$ cat config.mk
export PLATFORM = sky130hd
export DESIGN_NAME = usb_host_enumeration_sequencer
export DESIGN_NICKNAME = d
export VERILOG_FILES = /design/src/hdl/usbenum_pkg.sv /design/src/hdl/usbenum_cfg.sv /design/src/hdl/usbenum_core.sv /design/src/hdl/usb_host_enumeration_sequencer.sv
export VERILOG_INCLUDE_DIRS = /design/src /design/src/hdl
export SDC_FILE = /design/constraint.sdc
export NUM_CORES = 1
export LEC_CHECK = 0
export BUFFER_PORTS_ARGS = -buffer_cell sky130_fd_sc_hd__buf_4
export CAP_MARGIN = 10
export CORE_ASPECT_RATIO = 0.8
export CORE_MARGIN = 2
export CORE_UTILIZATION = 30
export DETAILED_ROUTE_END_ITERATION = 10
export GPL_ROUTABILITY_DRIVEN = 0
export SLEW_MARGIN = 25
export SYNTH_ARGS = -nofsm -noshare
export SYNTH_HDL_FRONTEND = slang
export SYNTH_SLANG_ARGS = --single-unit
$ cat constraint.sdc
create_clock -name aclk -period 8.9 [get_ports aclk]
set_input_delay 1.335 -clock aclk [delete_from_list [all_inputs] [get_ports aclk]]
set_output_delay 1.335 -clock aclk [all_outputs]
set_load 0.05 [all_outputs]
$ cat src/hdl/assert_macros.svh
// Assertion macros for the enumeration sequencer RTL
`ifndef ASSERT_MACROS_SVH
`define ASSERT_MACROS_SVH

// same-cycle implication, gated by the active-low reset
`define USBENUM_ASSERT_IMP(lbl, clk, rst_n, ante, cons) \
    lbl: assert property (@(posedge clk) disable iff (!rst_n) (ante) |-> (cons)) \
        else $error("usbenum assertion failed");

// next-cycle implication, gated by the active-low reset
`define USBENUM_ASSERT_NXT(lbl, clk, rst_n, ante, cons) \
    lbl: assert property (@(posedge clk) disable iff (!rst_n) (ante) |=> (cons)) \
        else $error("usbenum assertion failed");

`endif

$ cat src/hdl/usbenum_pkg.sv
// Package: types, codes and constants of the enumeration sequencer
package usbenum_pkg;

    localparam int USBENUM_TIMER_BITS = 16;

    localparam logic [15:0] RESET_HOLD_DEFAULT    = 16'd55;
    localparam logic [15:0] REPLY_TIMEOUT_DEFAULT = 16'd100;
    localparam logic [15:0] DEV_CFG_TIMEOUT_DEFAULT = 16'd1000;

    localparam logic [7:0]  DESC_MIN_LEN     = 8'd18;
    localparam logic [7:0]  DESC_TYPE_DEVICE = 8'h01;
    localparam logic [7:0]  MIN_MAX_PACKET   = 8'd8;
    localparam logic [7:0]  SINGLE_CONFIG    = 8'h01;
    localparam logic [15:0] SHORT_READ_LEN   = 16'd8;
    localparam logic [15:0] FULL_DESC_LEN    = 16'd18;

    localparam logic OP_TICK    = 1'b0;
    localparam logic OP_CONNECT = 1'b1;

    localparam logic [2:0] PORT_RESET_ACTIVE = 3'd0;
    localparam logic [2:0] PORT_ENABLED      = 3'd1;
    localparam logic [2:0] PORT_CONNECTED    = 3'd2;
    localparam logic [2:0] PORT_POWER_DOWN   = 3'd3;

    localparam logic [2:0] CH_DETACHED  = 3'd0;
    localparam logic [2:0] CH_IDLE      = 3'd1;
    localparam logic [2:0] CH_ACTIVE    = 3'd2;
    localparam logic [2:0] CH_READY_IN  = 3'd3;
    localparam logic [2:0] CH_READY_OUT = 3'd4;

    localparam logic [2:0] DEV_NONE        = 3'd0;
    localparam logic [2:0] DEV_CONFIGURING = 3'd1;
    localparam logic [2:0] DEV_ACTIVE      = 3'd2;
    localparam logic [2:0] DEV_ERROR       = 3'd3;
    localparam logic [2:0] DEV_CLOSED      = 3'd4;

    localparam logic [1:0] CFG_IDX_RESET_HOLD    = 2'd0;
    localparam logic [1:0] CFG_IDX_REPLY_TIMEOUT = 2'd1;
    localparam logic [1:0] CFG_IDX_DEV_CFG       = 2'd2;

    typedef enum logic [3:0] {
        ST_IDLE         = 4'd0,
        ST_RESET        = 4'd1,
        ST_WAIT_ENABLE  = 4'd2,
        ST_GET_MPS      = 4'd3,
        ST_SET_ADDRESS  = 4'd4,
        ST_GET_DEV_DESC = 4'd5,
        ST_GET_CONFIG   = 4'd6,
        ST_DEV_CONFIG   = 4'd7,
        ST_ERROR        = 4'd8
    } state_t;

    typedef enum logic [3:0] {
        STAT_NONE        = 4'd0,
        STAT_READY       = 4'd1,
        STAT_SHORT       = 4'd2,
        STAT_MISMATCH    = 4'd3,
        STAT_MULTICONFIG = 4'd4,
        STAT_TIMEOUT     = 4'd5,
        STAT_CHANNEL     = 4'd6,
        STAT_POWERDOWN   = 4'd7,
        STAT_PORT        = 4'd8,
        STAT_NODEVICE    = 4'd9,
        STAT_CFGERR      = 4'd10,
        STAT_UNEXPECTED  = 4'd11
    } status_t;

    typedef enum logic [1:0] {
        REQ_NONE     = 2'd0,
        REQ_GET_DESC = 2'd1,
        REQ_SET_ADDR = 2'd2,
        REQ_GET_CFG  = 2'd3
    } req_kind_t;

    typedef enum logic [1:0] {
        PRST_NONE    = 2'd0,
        PRST_ASSERT  = 2'd1,
        PRST_RELEASE = 2'd2
    } port_rst_t;

    typedef enum logic [1:0] {
        CHCMD_NONE   = 2'd0,
        CHCMD_ATTACH = 2'd1,
        CHCMD_DETACH = 2'd2
    } ch_cmd_t;

    typedef enum logic [1:0] {
        PW_NONE = 2'd0,
        PW_MPS  = 2'd1,
        PW_ADDR = 2'd2
    } param_wr_t;

    typedef enum logic [1:0] {
        HCMD_NONE     = 2'd0,
        HCMD_INIT     = 2'd1,
        HCMD_FORWARD  = 2'd2,
        HCMD_CFG_ERR  = 2'd3
    } hnd_cmd_t;

    typedef struct packed {
        logic [15:0] reset_hold_ticks;
        logic [15:0] reply_timeout_ticks;
        logic [15:0] device_config_timeout_ticks;
    } cfg_t;

    typedef struct packed {
        logic        operation;
        logic [2:0]  port_state;
        logic [2:0]  channel_state;
        logic [15:0] reply_count;
        logic [7:0]  reply_byte0;
        logic [7:0]  reply_byte1;
        logic [7:0]  reply_byte4;
        logic [7:0]  reply_byte7;
        logic [7:0]  reply_byte17;
        logic [15:0] config_total_length;
        logic [6:0]  free_address;
        logic [2:0]  device_state;
    } item_t;

    typedef struct packed {
        req_kind_t   request_kind;
        logic [6:0]  request_value;
        logic [15:0] request_length;
        port_rst_t   port_reset_drive;
        logic        port_disable;
        ch_cmd_t     channel_command;
        param_wr_t   param_write;
        logic [7:0]  param_value;
        hnd_cmd_t    handler_command;
        state_t      enum_state_out;
        status_t     status_code;
    } result_t;

endpackage

$ cat src/hdl/usbenum_cfg.sv
// Configuration register file: reset hold and timeout tick counts
module usbenum_cfg (
    input  logic                 aclk,
    input  logic                 aresetn,
    input  logic                 cfg_we,
    input  logic [1:0]           cfg_addr,
    input  logic [15:0]          cfg_data,
    output usbenum_pkg::cfg_t    cfg
);

    usbenum_pkg::cfg_t cfg_reg;
    usbenum_pkg::cfg_t cfg_next;

    always_comb begin
        cfg_next = cfg_reg;
        if (cfg_we) begin
            case (cfg_addr)
                usbenum_pkg::CFG_IDX_RESET_HOLD:    cfg_next.reset_hold_ticks = cfg_data;
                usbenum_pkg::CFG_IDX_REPLY_TIMEOUT: cfg_next.reply_timeout_ticks = cfg_data;
                usbenum_pkg::CFG_IDX_DEV_CFG:
                    cfg_next.device_config_timeout_ticks = cfg_data;
                default: cfg_next = cfg_reg;
            endcase
        end
    end

    always_ff @(posedge aclk) begin
        if (!aresetn) begin
            cfg_reg.reset_hold_ticks            <= usbenum_pkg::RESET_HOLD_DEFAULT;
            cfg_reg.reply_timeout_ticks         <= usbenum_pkg::REPLY_TIMEOUT_DEFAULT;
            cfg_reg.device_config_timeout_ticks <= usbenum_pkg::DEV_CFG_TIMEOUT_DEFAULT;
        end else begin
            cfg_reg <= cfg_next;
        end
    end

    assign cfg = cfg_reg;

endmodule

$ cat src/hdl/usbenum_core.sv
// Combinational step logic: next enumeration state, lease timer and result fields
module usbenum_core #(
    parameter int TIMER_BITS = usbenum_pkg::USBENUM_TIMER_BITS
) (
    input  usbenum_pkg::cfg_t      cfg,
    input  usbenum_pkg::item_t     item,
    input  usbenum_pkg::state_t    state_cur,
    input  logic [TIMER_BITS-1:0]  lease_elapsed,
    input  logic [TIMER_BITS-1:0]  lease_limit,
    input  logic [7:0]             max_packet,
    input  logic [6:0]             address,
    input  logic                   bound,
    output usbenum_pkg::state_t    state_next,
    output logic [TIMER_BITS-1:0]  lease_elapsed_next,
    output logic [TIMER_BITS-1:0]  lease_limit_next,
    output logic [7:0]             max_packet_next,
    output logic [6:0]             address_next,
    output logic                   bound_next,
    output usbenum_pkg::result_t   result
);

    localparam int WW = (TIMER_BITS > 16) ? TIMER_BITS : 16;
    localparam logic [TIMER_BITS-1:0] TMAX = '1;

    function automatic logic [TIMER_BITS-1:0] sat_ticks(input logic [15:0] ticks);
        logic [WW-1:0] wide;
        wide = WW'(ticks);
        return (wide > WW'(TMAX)) ? TMAX : TIMER_BITS'(wide);
    endfunction

    logic                  tick;
    logic [TIMER_BITS-1:0] elapsed_inc;
    logic                  expired;
    logic                  reply_ok;
    logic                  failed;
    usbenum_pkg::status_t  status;

    assign tick        = (item.operation == usbenum_pkg::OP_TICK);
    assign elapsed_inc = (lease_elapsed == TMAX) ? lease_elapsed
                                                 : lease_elapsed + TIMER_BITS'(1);
    assign expired     = (elapsed_inc >= lease_limit);
    assign reply_ok    = tick && !expired && (item.channel_state == usbenum_pkg::CH_IDLE);
    assign failed      = (status != usbenum_pkg::STAT_NONE) &&
                         (status != usbenum_pkg::STAT_READY);

    // next state, status and stored values
    always_comb begin
        state_next         = state_cur;
        status             = usbenum_pkg::STAT_NONE;
        lease_elapsed_next = tick ? elapsed_inc : lease_elapsed;
        lease_limit_next   = lease_limit;
        max_packet_next    = max_packet;
        address_next       = address;
        bound_next         = bound;
        if (!tick) begin
            if (state_cur == usbenum_pkg::ST_IDLE) begin
                lease_elapsed_next = '0;
                lease_limit_next   = sat_ticks(cfg.reset_hold_ticks);
                state_next         = usbenum_pkg::ST_RESET;
            end
        end else begin
            case (state_cur)
                usbenum_pkg::ST_RESET: begin
                    if (item.port_state == usbenum_pkg::PORT_RESET_ACTIVE) begin
                        if (expired) begin
                            state_next = usbenum_pkg::ST_WAIT_ENABLE;
                        end
                    end else begin
                        state_next = usbenum_pkg::ST_IDLE;
                    end
                end
                usbenum_pkg::ST_WAIT_ENABLE: begin
                    if (item.port_state == usbenum_pkg::PORT_ENABLED) begin
                        state_next = usbenum_pkg::ST_GET_MPS;
                    end else if (item.port_state == usbenum_pkg::PORT_POWER_DOWN) begin
                        status = usbenum_pkg::STAT_POWERDOWN;
                    end else if (item.port_state != usbenum_pkg::PORT_CONNECTED) begin
                        status = usbenum_pkg::STAT_PORT;
                    end
                end
                usbenum_pkg::ST_ERROR: begin
                    if (item.channel_state == usbenum_pkg::CH_DETACHED) begin
                        state_next = usbenum_pkg::ST_IDLE;
                    end
                end
                usbenum_pkg::ST_GET_MPS, usbenum_pkg::ST_SET_ADDRESS,
                usbenum_pkg::ST_GET_DEV_DESC, usbenum_pkg::ST_GET_CONFIG,
                usbenum_pkg::ST_DEV_CONFIG: begin
                    if (expired) begin
                        status = usbenum_pkg::STAT_TIMEOUT;
                    end else if (item.channel_state inside {usbenum_pkg::CH_ACTIVE,
                                 usbenum_pkg::CH_READY_IN, usbenum_pkg::CH_READY_OUT}) begin
                        status = usbenum_pkg::STAT_NONE;
                    end else if (item.channel_state != usbenum_pkg::CH_IDLE) begin
                        status = usbenum_pkg::STAT_CHANNEL;
                    end else begin
                        case (state_cur)
                            usbenum_pkg::ST_GET_MPS: begin
                                if (item.reply_byte0 < usbenum_pkg::DESC_MIN_LEN) begin
                                    status = usbenum_pkg::STAT_SHORT;
                                end else if (item.reply_byte1 != usbenum_pkg::DESC_TYPE_DEVICE
                                             || item.reply_byte4 != 8'd0
                                             || item.reply_byte7 < usbenum_pkg::MIN_MAX_PACKET)
                                begin
                                    status = usbenum_pkg::STAT_MISMATCH;
                                end else begin
                                    max_packet_next = item.reply_byte7;
                                    address_next    = item.free_address;
                                    state_next      = usbenum_pkg::ST_SET_ADDRESS;
                                end
                            end
                            usbenum_pkg::ST_SET_ADDRESS: begin
                                state_next = usbenum_pkg::ST_GET_DEV_DESC;
                            end
                            usbenum_pkg::ST_GET_DEV_DESC: begin
                                if (item.reply_byte0 < usbenum_pkg::DESC_MIN_LEN ||
                                    item.reply_byte7 != max_packet) begin
                                    status = usbenum_pkg::STAT_MISMATCH;
                                end else if (item.reply_byte17 != usbenum_pkg::SINGLE_CONFIG)
                                begin
                                    status = usbenum_pkg::STAT_MULTICONFIG;
                                end else begin
                                    state_next = usbenum_pkg::ST_GET_CONFIG;
                                end
                            end
                            usbenum_pkg::ST_GET_CONFIG: begin
                                if (item.reply_count < item.config_total_length) begin
                                    lease_elapsed_next = '0;
                                    lease_limit_next   = sat_ticks(cfg.reply_timeout_ticks);
                                end else if (item.device_state == usbenum_pkg::DEV_NONE) begin
                                    status = usbenum_pkg::STAT_NODEVICE;
                                end else begin
                                    bound_next         = 1'b1;
                                    lease_elapsed_next = '0;
                                    lease_limit_next   =
                                        sat_ticks(cfg.device_config_timeout_ticks);
                                    state_next         = usbenum_pkg::ST_DEV_CONFIG;
                                end
                            end
                            default: begin
                                if (item.device_state == usbenum_pkg::DEV_ACTIVE) begin
                                    bound_next = 1'b0;
                                    status     = usbenum_pkg::STAT_READY;
                                    state_next = usbenum_pkg::ST_IDLE;
                                end else if (item.device_state == usbenum_pkg::DEV_ERROR) begin
                                    status = usbenum_pkg::STAT_CFGERR;
                                end else if (item.device_state == usbenum_pkg::DEV_CLOSED) begin
                                    status = usbenum_pkg::STAT_UNEXPECTED;
                                end
                            end
                        endcase
                    end
                end
                default: state_next = state_cur;
            endcase
            // a new request restarts the reply lease
            if (state_next != state_cur && (state_next == usbenum_pkg::ST_GET_MPS ||
                state_next == usbenum_pkg::ST_SET_ADDRESS ||
                state_next == usbenum_pkg::ST_GET_DEV_DESC ||
                state_next == usbenum_pkg::ST_GET_CONFIG)) begin
                lease_elapsed_next = '0;
                lease_limit_next   = sat_ticks(cfg.reply_timeout_ticks);
            end
            if (status != usbenum_pkg::STAT_NONE && status != usbenum_pkg::STAT_READY) begin
                bound_next = 1'b0;
                state_next = usbenum_pkg::ST_ERROR;
            end
        end
    end

    // result fields
    always_comb begin
        result                 = '0;
        result.enum_state_out  = state_next;
        result.status_code     = status;
        result.port_disable    = failed;
        if (failed && bound) begin
            result.handler_command = usbenum_pkg::HCMD_CFG_ERR;
        end
        if (!tick) begin
            if (state_cur == usbenum_pkg::ST_IDLE) begin
                result.port_reset_drive = usbenum_pkg::PRST_ASSERT;
            end
        end else begin
            case (state_cur)
                usbenum_pkg::ST_RESET: begin
                    if (state_next == usbenum_pkg::ST_WAIT_ENABLE) begin
                        result.port_reset_drive = usbenum_pkg::PRST_RELEASE;
                    end
                end
                usbenum_pkg::ST_WAIT_ENABLE: begin
                    if (state_next == usbenum_pkg::ST_GET_MPS) begin
                        result.channel_command = usbenum_pkg::CHCMD_ATTACH;
                        result.request_kind    = usbenum_pkg::REQ_GET_DESC;
                        result.request_length  = usbenum_pkg::SHORT_READ_LEN;
                    end
                end
                usbenum_pkg::ST_GET_MPS: begin
                    if (state_next == usbenum_pkg::ST_SET_ADDRESS) begin
                        result.param_write   = usbenum_pkg::PW_MPS;
                        result.param_value   = item.reply_byte7;
                        result.request_kind  = usbenum_pkg::REQ_SET_ADDR;
                        result.request_value = item.free_address;
                    end
                end
                usbenum_pkg::ST_SET_ADDRESS: begin
                    if (state_next == usbenum_pkg::ST_GET_DEV_DESC) begin
                        result.param_write    = usbenum_pkg::PW_ADDR;
                        result.param_value    = {1'b0, address};
                        result.request_kind   = usbenum_pkg::REQ_GET_DESC;
                        result.request_length = usbenum_pkg::FULL_DESC_LEN;
                    end
                end
                usbenum_pkg::ST_GET_DEV_DESC: begin
                    if (state_next == usbenum_pkg::ST_GET_CONFIG) begin
                        result.request_kind   = usbenum_pkg::REQ_GET_CFG;
                        result.request_length = usbenum_pkg::SHORT_READ_LEN;
                    end
                end
                usbenum_pkg::ST_GET_CONFIG: begin
                    if (reply_ok && item.reply_count < item.config_total_length) begin
                        result.request_kind   = usbenum_pkg::REQ_GET_CFG;
                        result.request_length = item.config_total_length;
                    end
                    if (state_next == usbenum_pkg::ST_DEV_CONFIG) begin
                        result.handler_command = usbenum_pkg::HCMD_INIT;
                    end
                end
                usbenum_pkg::ST_DEV_CONFIG: begin
                    if (reply_ok && item.device_state == usbenum_pkg::DEV_CONFIGURING) begin
                        result.handler_command = usbenum_pkg::HCMD_FORWARD;
                    end
                    if (state_next == usbenum_pkg::ST_IDLE) begin
                        result.channel_command = usbenum_pkg::CHCMD_DETACH;
                    end
                end
                default: result.port_reset_drive = usbenum_pkg::PRST_NONE;
            endcase
        end
    end

endmodule

$ cat src/hdl/usb_host_enumeration_sequencer.sv
// Top level: USB host enumeration sequencer with stream channels and config port
//
// Input channel s_*: one transaction per event. s_tuser carries the operation
// (tick or port connect), s_tdata the port, channel, reply and handler fields.
// Result channel m_*: exactly one result transaction for every input transaction,
// in order, carrying the commands to issue and the new enumeration state.
// The result register loads at the edge that accepts the input. Throughput is
// one transaction per cycle while s_tready is high; the step logic between the
// input port and the result register is combinational.
// s_tready stays high while the result register is empty or being drained, so a
// stalled receiver holds at most one result and then back-pressures the input.
// Reset (aresetn low, synchronous) returns the sequencer to idle, clears the
// lease timer, stored max packet size, address and handler binding, empties the
// result register and loads the default tick counts (55, 100, 1000).
// cfg_we writes register cfg_addr (0 reset hold, 1 reply timeout, 2 device
// configuration timeout) at the clock edge; write only while idle.
`include "assert_macros.svh"

module usb_host_enumeration_sequencer #(
    parameter int TIMER_BITS = usbenum_pkg::USBENUM_TIMER_BITS
) (
    input  logic        aclk,
    input  logic        aresetn,
    input  logic        cfg_we,
    input  logic [1:0]  cfg_addr,
    input  logic [15:0] cfg_data,
    input  logic        s_tvalid,
    output logic        s_tready,
    // port_state[2:0] channel_state[5:3] reply_count[21:6] reply_byte0[29:22]
    // reply_byte1[37:30] reply_byte4[45:38] reply_byte7[53:46] reply_byte17[61:54]
    // config_total_length[77:62] free_address[84:78] device_state[87:85]
    input  logic [87:0] s_tdata,
    // operation[0]
    input  logic        s_tuser,
    output logic        m_tvalid,
    input  logic        m_tready,
    // request_kind[1:0] request_value[8:2] request_length[24:9] port_reset_drive[26:25]
    // port_disable[27] channel_command[29:28] param_write[31:30] param_value[39:32]
    // handler_command[41:40] enum_state_out[45:42] status_code[49:46] zero[55:50]
    output logic [55:0] m_tdata
);

    usbenum_pkg::cfg_t     cfg;
    usbenum_pkg::item_t    item;
    usbenum_pkg::result_t  result;
    usbenum_pkg::result_t  result_reg;

    usbenum_pkg::state_t   state_reg, state_next;
    logic [TIMER_BITS-1:0] lease_elapsed_reg, lease_elapsed_next;
    logic [TIMER_BITS-1:0] lease_limit_reg, lease_limit_next;
    logic [7:0]            max_packet_reg, max_packet_next;
    logic [6:0]            address_reg, address_next;
    logic                  bound_reg, bound_next;
    logic                  out_valid_reg;
    logic                  accept;

    usbenum_cfg u_cfg (
        .aclk     (aclk),
        .aresetn  (aresetn),
        .cfg_we   (cfg_we),
        .cfg_addr (cfg_addr),
        .cfg_data (cfg_data),
        .cfg      (cfg)
    );

    assign item.operation           = s_tuser;
    assign item.port_state          = s_tdata[2:0];
    assign item.channel_state       = s_tdata[5:3];
    assign item.reply_count         = s_tdata[21:6];
    assign item.reply_byte0         = s_tdata[29:22];
    assign item.reply_byte1         = s_tdata[37:30];
    assign item.reply_byte4         = s_tdata[45:38];
    assign item.reply_byte7         = s_tdata[53:46];
    assign item.reply_byte17        = s_tdata[61:54];
    assign item.config_total_length = s_tdata[77:62];
    assign item.free_address        = s_tdata[84:78];
    assign item.device_state        = s_tdata[87:85];

    usbenum_core #(
        .TIMER_BITS (TIMER_BITS)
    ) u_core (
        .cfg                (cfg),
        .item               (item),
        .state_cur          (state_reg),
        .lease_elapsed      (lease_elapsed_reg),
        .lease_limit        (lease_limit_reg),
        .max_packet         (max_packet_reg),
        .address            (address_reg),
        .bound              (bound_reg),
        .state_next         (state_next),
        .lease_elapsed_next (lease_elapsed_next),
        .lease_limit_next   (lease_limit_next),
        .max_packet_next    (max_packet_next),
        .address_next       (address_next),
        .bound_next         (bound_next),
        .result             (result)
    );

    assign s_tready = !out_valid_reg || m_tready;
    assign accept   = s_tvalid && s_tready;

    always_ff @(posedge aclk) begin
        if (!aresetn) begin
            state_reg         <= usbenum_pkg::ST_IDLE;
            lease_elapsed_reg <= '0;
            lease_limit_reg   <= '0;
            max_packet_reg    <= '0;
            address_reg       <= '0;
            bound_reg         <= 1'b0;
            out_valid_reg     <= 1'b0;
        end else begin
            if (accept) begin
                state_reg         <= state_next;
                lease_elapsed_reg <= lease_elapsed_next;
                lease_limit_reg   <= lease_limit_next;
                max_packet_reg    <= max_packet_next;
                address_reg       <= address_next;
                bound_reg         <= bound_next;
                out_valid_reg     <= 1'b1;
            end else if (m_tready) begin
                out_valid_reg     <= 1'b0;
            end
        end
    end

    always_ff @(posedge aclk) begin
        if (accept) begin
            result_reg <= result;
        end
    end

    assign m_tvalid = out_valid_reg;
    assign m_tdata  = {6'd0,
                       result_reg.status_code,
                       result_reg.enum_state_out,
                       result_reg.handler_command,
                       result_reg.param_value,
                       result_reg.param_write,
                       result_reg.channel_command,
                       result_reg.port_disable,
                       result_reg.port_reset_drive,
                       result_reg.request_length,
                       result_reg.request_value,
                       result_reg.request_kind};

    `USBENUM_ASSERT_NXT(a_accept_loads_result, aclk, aresetn, accept, m_tvalid)
    `USBENUM_ASSERT_IMP(a_bound_only_in_dev_config, aclk, aresetn, bound_reg,
                        state_reg == usbenum_pkg::ST_DEV_CONFIG)
    `USBENUM_ASSERT_IMP(a_disable_means_error, aclk, aresetn,
                        m_tvalid && result_reg.port_disable,
                        result_reg.enum_state_out == usbenum_pkg::ST_ERROR)
    `USBENUM_ASSERT_IMP(a_state_tracks_result, aclk, aresetn, m_tvalid,
                        result_reg.enum_state_out == state_reg)

endmodule

Word level (Yosys, flattened, before mapping)
Cells that the tools add are included.
- add/sub/neg operators: 1
- order comparisons: 7
- equality and inequality tests: 50
- muxes and demuxes: 100
- bitwise operators: 8
- reductions and logical operators: 42
- operators by type and width (operator ; number):
    two-way mux 16 bit ; 26
    two-way mux 4 bit ; 35
    one-hot mux 16 bit (4 select lines) ; 1
    greater-than comparator 16 bit (second input constant) ; 3
    one-hot mux 4 bit (4 select lines) ; 3
    equality test 4 x 3 -> 1 bit (second input constant) ; 11
    two-way mux 2 bit ; 11
    equality test 4 x 2 -> 1 bit (second input constant) ; 5
    one-hot mux 10 bit (2 select lines) ; 1
    two-way mux 9 bit ; 2
    adder 16 x 1 -> 16 bit (second input constant) ; 1
    equality test 16 bit (second input constant) ; 1
    >= comparator 16 bit ; 1
    < comparator 16 bit ; 1
    != test 8 x 1 -> 1 bit (second input constant) ; 2
    equality test 3 x 2 -> 1 bit (second input constant) ; 5
    two-way mux 1 bit ; 13
    != test 3 bit (second input constant) ; 4
    nonzero test 3 bit ; 4
    two-way mux 10 bit ; 1
    one-hot mux 2 bit (5 select lines) ; 1
    AND reduction 10 bit ; 1
    equality test 3 x 1 -> 1 bit (second input constant) ; 3
    logical AND 1 bit ; 9
    34 further kinds ; 63
- bits in registers: 151
- input bits: 112
- output and inout port bits: 58

Logic depth before layout (Yosys ltp)
- depth in word-level cells: 19
- gate-level depth with buffers: 22

Modules after synthesis
From an unflattened synthesis, not the netlist that was laid out.
- cells, all modules: 1013
- area, all modules: 9511.6 um2
- modules (own cells, without submodules) (module ; times used ; cells an instance ; area each (um2) ; seq. area each (um2)):
    usbenum_core ; 1 ; 536 ; 3833.7 ; 0.0
    usb_host_enumeration_sequencer ; 1 ; 288 ; 3737.3 ; 2562.5
    usbenum_cfg ; 1 ; 189 ; 1940.6 ; 960.9

Worst setup path after synthesis
Ideal clock, no wire load.
- path kind: reg-to-reg
- from: register lease_elapsed_reg[0]
- to: register lease_elapsed_reg[4]
- arrival: 4.434 ns
- path slack: 4.349 ns
- cell stages (with the launch flop): 22
- buffers on the path: 1
- cell sequence: dfxtp_1 > ha_1 > nand3_1 > nor2_1 > nand2_1 > nor2_1 > nor2_1 > and4_1 > nand3_1 > xnor2_1 > ha_1 > a21oi_1 > nand2_1 > nor4_1 > a21oi_1 > or4b_2 > o32a_1 > o41ai_4 > a21o_2 > nor3_2 > buf_2 > a22o_1
- longest elaborated chain between the ends: 14
- elaborated cells between the ends (all ways): 29
- RTL lines (what ; RTL line ; RTL):
    start: declaration ; usb_host_enumeration_sequencer.sv:49 ; logic [TIMER_BITS-1:0] lease_elapsed_reg, lease_elapsed_next;
    start signal: assignment ; usb_host_enumeration_sequencer.sv:114 ; lease_elapsed_reg <= lease_elapsed_next;
    adder 16 x 1 -> 16 bit or equality test 16 bit (tied branches) ; usbenum_core.sv:40, usbenum_core.sv:39 ;
    two-way mux 16 bit (*) ; usbenum_core.sv:39 ; assign elapsed_inc = (lease_elapsed == TMAX) ? lease_elapsed
    >= comparator 16 bit ; usbenum_core.sv:41 ; assign expired = (elapsed_inc >= lease_limit);
    two-way mux 4 bit ; usbenum_core.sv:65 ; if (expired) begin
    two-way mux 4 bit ; usbenum_core.sv:64 ; if (item.port_state == usbenum_pkg::PORT_RESET_ACTIVE) begin
    one-hot mux 4 bit (4 select lines) ; usbenum_core.sv:62 ; case (state_cur)
    two-way mux 4 bit ; usbenum_core.sv:55 ; if (!tick) begin
    equality test 4 x 2 -> 1 bit or equality test 4 x 3 -> 1 bit (tied branches) ; usbenum_core.sv:157, usbenum_core.sv:158 ;
    logical OR 1 bit ; usbenum_core.sv:157 ; if (state_next != state_cur && (state_next == usbenum_pkg::ST_GET_MPS ||
    logical OR 1 bit ; usbenum_core.sv:158 ; state_next == usbenum_pkg::ST_SET_ADDRESS ||
    logical OR 1 bit ; usbenum_core.sv:159 ; state_next == usbenum_pkg::ST_GET_DEV_DESC ||
    logical AND 1 bit ; usbenum_core.sv:157 ;
    two-way mux 16 bit ; usbenum_core.sv:157 ;
    two-way mux 16 bit (*) ; usbenum_core.sv:55 ;
Mark *: on every way between the ends. The rest lies on a longest branch, timed or not. The select of a mux whose other input is x is not followed.
A chain may end at the register's enable or synchronous reset.

Final worst setup path
- from: register lease_elapsed_reg[0]
- to: register lease_limit_reg[13]
- longest elaborated chain between the ends: 14
- elaborated cells between the ends (all ways): 27
- RTL lines (what ; RTL line ; RTL):
    adder 16 x 1 -> 16 bit or equality test 16 bit (tied branches) ; usbenum_core.sv:40, usbenum_core.sv:39 ;
    two-way mux 16 bit (*) ; usbenum_core.sv:39 ;
    >= comparator 16 bit (*) ; usbenum_core.sv:41 ;
    two-way mux 4 bit ; usbenum_core.sv:65 ;
    two-way mux 4 bit ; usbenum_core.sv:64 ;
    one-hot mux 4 bit (4 select lines) ; usbenum_core.sv:62 ;
    two-way mux 4 bit ; usbenum_core.sv:55 ;
    equality test 4 x 2 -> 1 bit or equality test 4 x 3 -> 1 bit (tied branches) ; usbenum_core.sv:157, usbenum_core.sv:158 ;
    logical OR 1 bit ; usbenum_core.sv:157 ;
    logical OR 1 bit ; usbenum_core.sv:158 ;
    logical OR 1 bit ; usbenum_core.sv:159 ;
    logical AND 1 bit ; usbenum_core.sv:157 ;
    != test 4 bit (no source line), or another cell as far along ; - ;
    AND reduction 8 bit (no source line) or two-way mux 16 bit (tied branches) ; - ;
    end signal: assignment ; usb_host_enumeration_sequencer.sv:115 ; lease_limit_reg <= lease_limit_next;
    end: declaration ; usb_host_enumeration_sequencer.sv:50 ; logic [TIMER_BITS-1:0] lease_limit_reg, lease_limit_next;
Marked as above.

==> metrics <==
R2R Setup Slk 2.75 ns; DRT Wirelength about 23 mm; Final setup viols 0; pwr dens between 150 and 200 nW/um^2; Hold EP u_cfg.cfg[26]; synth unique cells 74; Initial Util just over 30%; core area 26300 um^2; max FFs per register 50; Critical Path Start lease_elapsed_reg[0]; most common library cells after synthesis nand2_1, dfxtp_1, edfxtp_1, inv_1, nor2_1; share of layout cells above drive strength 1 roughly 22%; R2R cell count 20; Filler cells around 2700; setup tns final 0 ns; Setup crit end kind flop; vias in the first global route about 6400; Most used DFF post-synth dfxtp_1; outcome complete, no violations; Startpoint Class flop; RSZ-0062 raised after global routing no; Worst R2R Start lease_elapsed_reg[0]; top cell type's share of synthesized area about a quarter; clk_lat worst skew roughly 0.44 ns; largest net degree at the start of global routing about 80; 1st-pass router iterations 6; FF/Latch Area approximately 3500 um^2; Post-Synthesis Cells between 800 and 900; CTS clk-pin slew, worst paths approximately 0.070 ns; # IOs 170; Sw Share ~28%; post-synthesis sequential area ratio a little over two fifths; Yosys reg bits 151; HPWL Detailed 16.0 mm; Post-route DRC 0; Tmin final between 6 and 7 ns; WL/cell 16.4 um; worst vdd ir ~0.000082 V; Max Root-Sink Buffers 2; sequential power share 42.9%; worst hold start u_cfg.cfg[26]; worst-margin pin slew roughly 1.0 ns; worst r2r dst lease_limit_reg[13]; total power after layout 1.75 mW; Hold Crit Class flop to flop; Slew Viols, Final 0; CTS Sinks around 150; Hold Buf Count CTS 0; H-tree Lvls 4; leakage 4.17 nW; Vias per Instance ~5.0; Comb pwr share 13.6%; antenna violations before repair 0; part of the cycle the worst path needs 69.1%; Synth async-reset ratio 0%; Root Buffer clkbuf_16; P_sw 484 uW; maximum clock frequency 163 MHz; DRT iter0 DRCs 555; Clk network pwr share a little over two fifths; Overflow after GRT 0; Post-synth EDFFs 50; GR Util All Layers between 15 and 20%; first-pass GRT wire length 35.1 mm; Layout area overhead 26.2%; final hold violation count 0; Ys Warns 0; Die X approximately 190 um; Vias around 6900; Synth area leaders dfxtp_1, edfxtp_1, nand2_1; relative slew slack a little under a third; internal power around 1.3 mW; port bufs around 160; Nets around 1200; CP max FO 23; multi-input logic area 4140 um^2; WP data required about 9.2 ns; crit path DAT between 6 and 7 ns; Max-Cap Viols 0; # rows 53; Die Y between 150 and 200 um; Avg Inst Size Synth approximately 9.2 um^2; ANT cells 0; crit path kind flop to flop; Antenna Nets Post-Route 0; # resized after CTS 0; most frequent cell after synthesis nand2_1; Worst Hold Depth 2; post-CTS setup buffers 0; full die area ~28000 um^2; Synth Cell Area approximately 8000 um^2; CTS Buf Count 17; CTS tree done; post-synth top area cell dfxtp_1; clock skew 0.0144 ns
-- layout make-up --
class | instances | share of cell area (%)
Multi-Input combinational cell | 626 | 40.7
Inverter | 50 | 1.84
Clock buffer | 19 | 4.46
Timing Repair Buffer | 170 | 12.5
Sequential cell | 151 | 34.6
Tap cell | 357 | 4.39
Clock inverter | 13 | 1.52
-- kinds of logic (layout without fill, tap and decap cells) --
| logic type | after synthesis | in the layout | share of synthesized area, % |
|---|---|---|---|
| DFF | 151 | 151 | 43.7 |
| and+or+nand+nor | 365 | 365 | 22.9 |
| buffers and inverters | 104 | 252 | 5.38 |
| AOI/OAI and AO/OA | 181 | 181 | 18.1 |
| adders and majority gates | 32 | 32 | 4.96 |
| other | 1 | 6 | 0.0465 |
| muxes | 18 | 18 | 2.28 |
| xor gates and xnor gates | 24 | 24 | 2.60 |
-- power by group through the flow --
| stage | Sequential (mW) | Combinational (mW) | Clock [mW] |
|---|---|---|---|
| 6_report | 0.750 | 0.237 | 0.762 |
| 5_1_grt | 0.752 | 0.256 | 0.799 |
| 4_1_cts | 0.750 | 0.237 | 0.773 |
| 3_5_place_dp | 0.765 | 0.236 | 0 |
| 3_3_place_gp | 0.764 | 0.235 | 0 |
| 2_1_floorplan | 0.799 | 0.106 | 0 |
-- worst max-delay path: stages (launching register included) --
cell       delay, ns
dfxtp_1         0.43
ha_1            0.23
nand3_1         0.14
nor2_1          0.25
nand2_1         0.17
nor2_1          0.43
nor2_1          0.15
and4_1          0.26
nand3_1         0.10
xnor2_1         0.18
ha_1            0.32
a21oi_1         0.20
nand2_1         0.12
nor4_1          0.52
a21oi_4         0.29
and3_1          0.29
a2111oi_4       0.45
o41ai_4         0.16
a21o_2          0.32
o21ai_2         0.81
o211ai_1        0.17
-- metrics by stage --
step	instances	hold slack (ns)	worst slack, ns	area (um^2)	util (%)
finish	1386	0.468	2.75	10200	38.7
global route	1386	0.491	2.23	10200	38.7
floorplan	881	0.439	4.35	8090	-
detailed placement	1354	0.457	2.70	9570	36.3
CTS	1386	0.470	2.66	10200	38.7
global placement	1354	0.454	2.84	9570	36.3
-- metal layers --
layer | global-route usage [%] | vias up | share of wire, %
met5 | 0 | - | 0
met1 | 22.6 | 3265 | 49
met2 | 24.2 | 185 | 44
met4 | 4.45 | 0 | 0.98
li1 | - | 3439 | -
met3 | 3.43 | 19 | 5.9
-- layout by cell type (no fill, tap or decap), types with 18 or more instances in the layout --
| master | count |
|---|---|
| dfxtp_1 | 101 |
| nor4_1 | 23 |
| edfxtp_1 | 50 |
| buf_4 | 170 |
| nor2_1 | 43 |
| o211ai_1 | 24 |
| inv_1 | 49 |
| nand3_1 | 27 |
| and2_1 | 19 |
| nor2b_1 | 24 |
| a21boi_0 | 37 |
| nand2_1 | 147 |
| clkbuf_16 | 18 |
| ha_1 | 32 |
| o21ai_0 | 18 |
-- worst max-delay path by stage --
stage / endpoint / slack [ns] / cells past startpoint
6_report: lease_limit_reg[13] / 2.75 / 20
5_1_grt: lease_limit_reg[4] / 2.23 / 20
4_1_cts: lease_limit_reg[13] / 2.66 / 20
3_5_place_dp: lease_limit_reg[13] / 2.70 / 20
3_3_place_gp: lease_elapsed_reg[7] / 2.84 / 20
2_1_floorplan: lease_elapsed_reg[4] / 4.35 / 21
No activity file was read; power rests on OpenSTA's default activity.
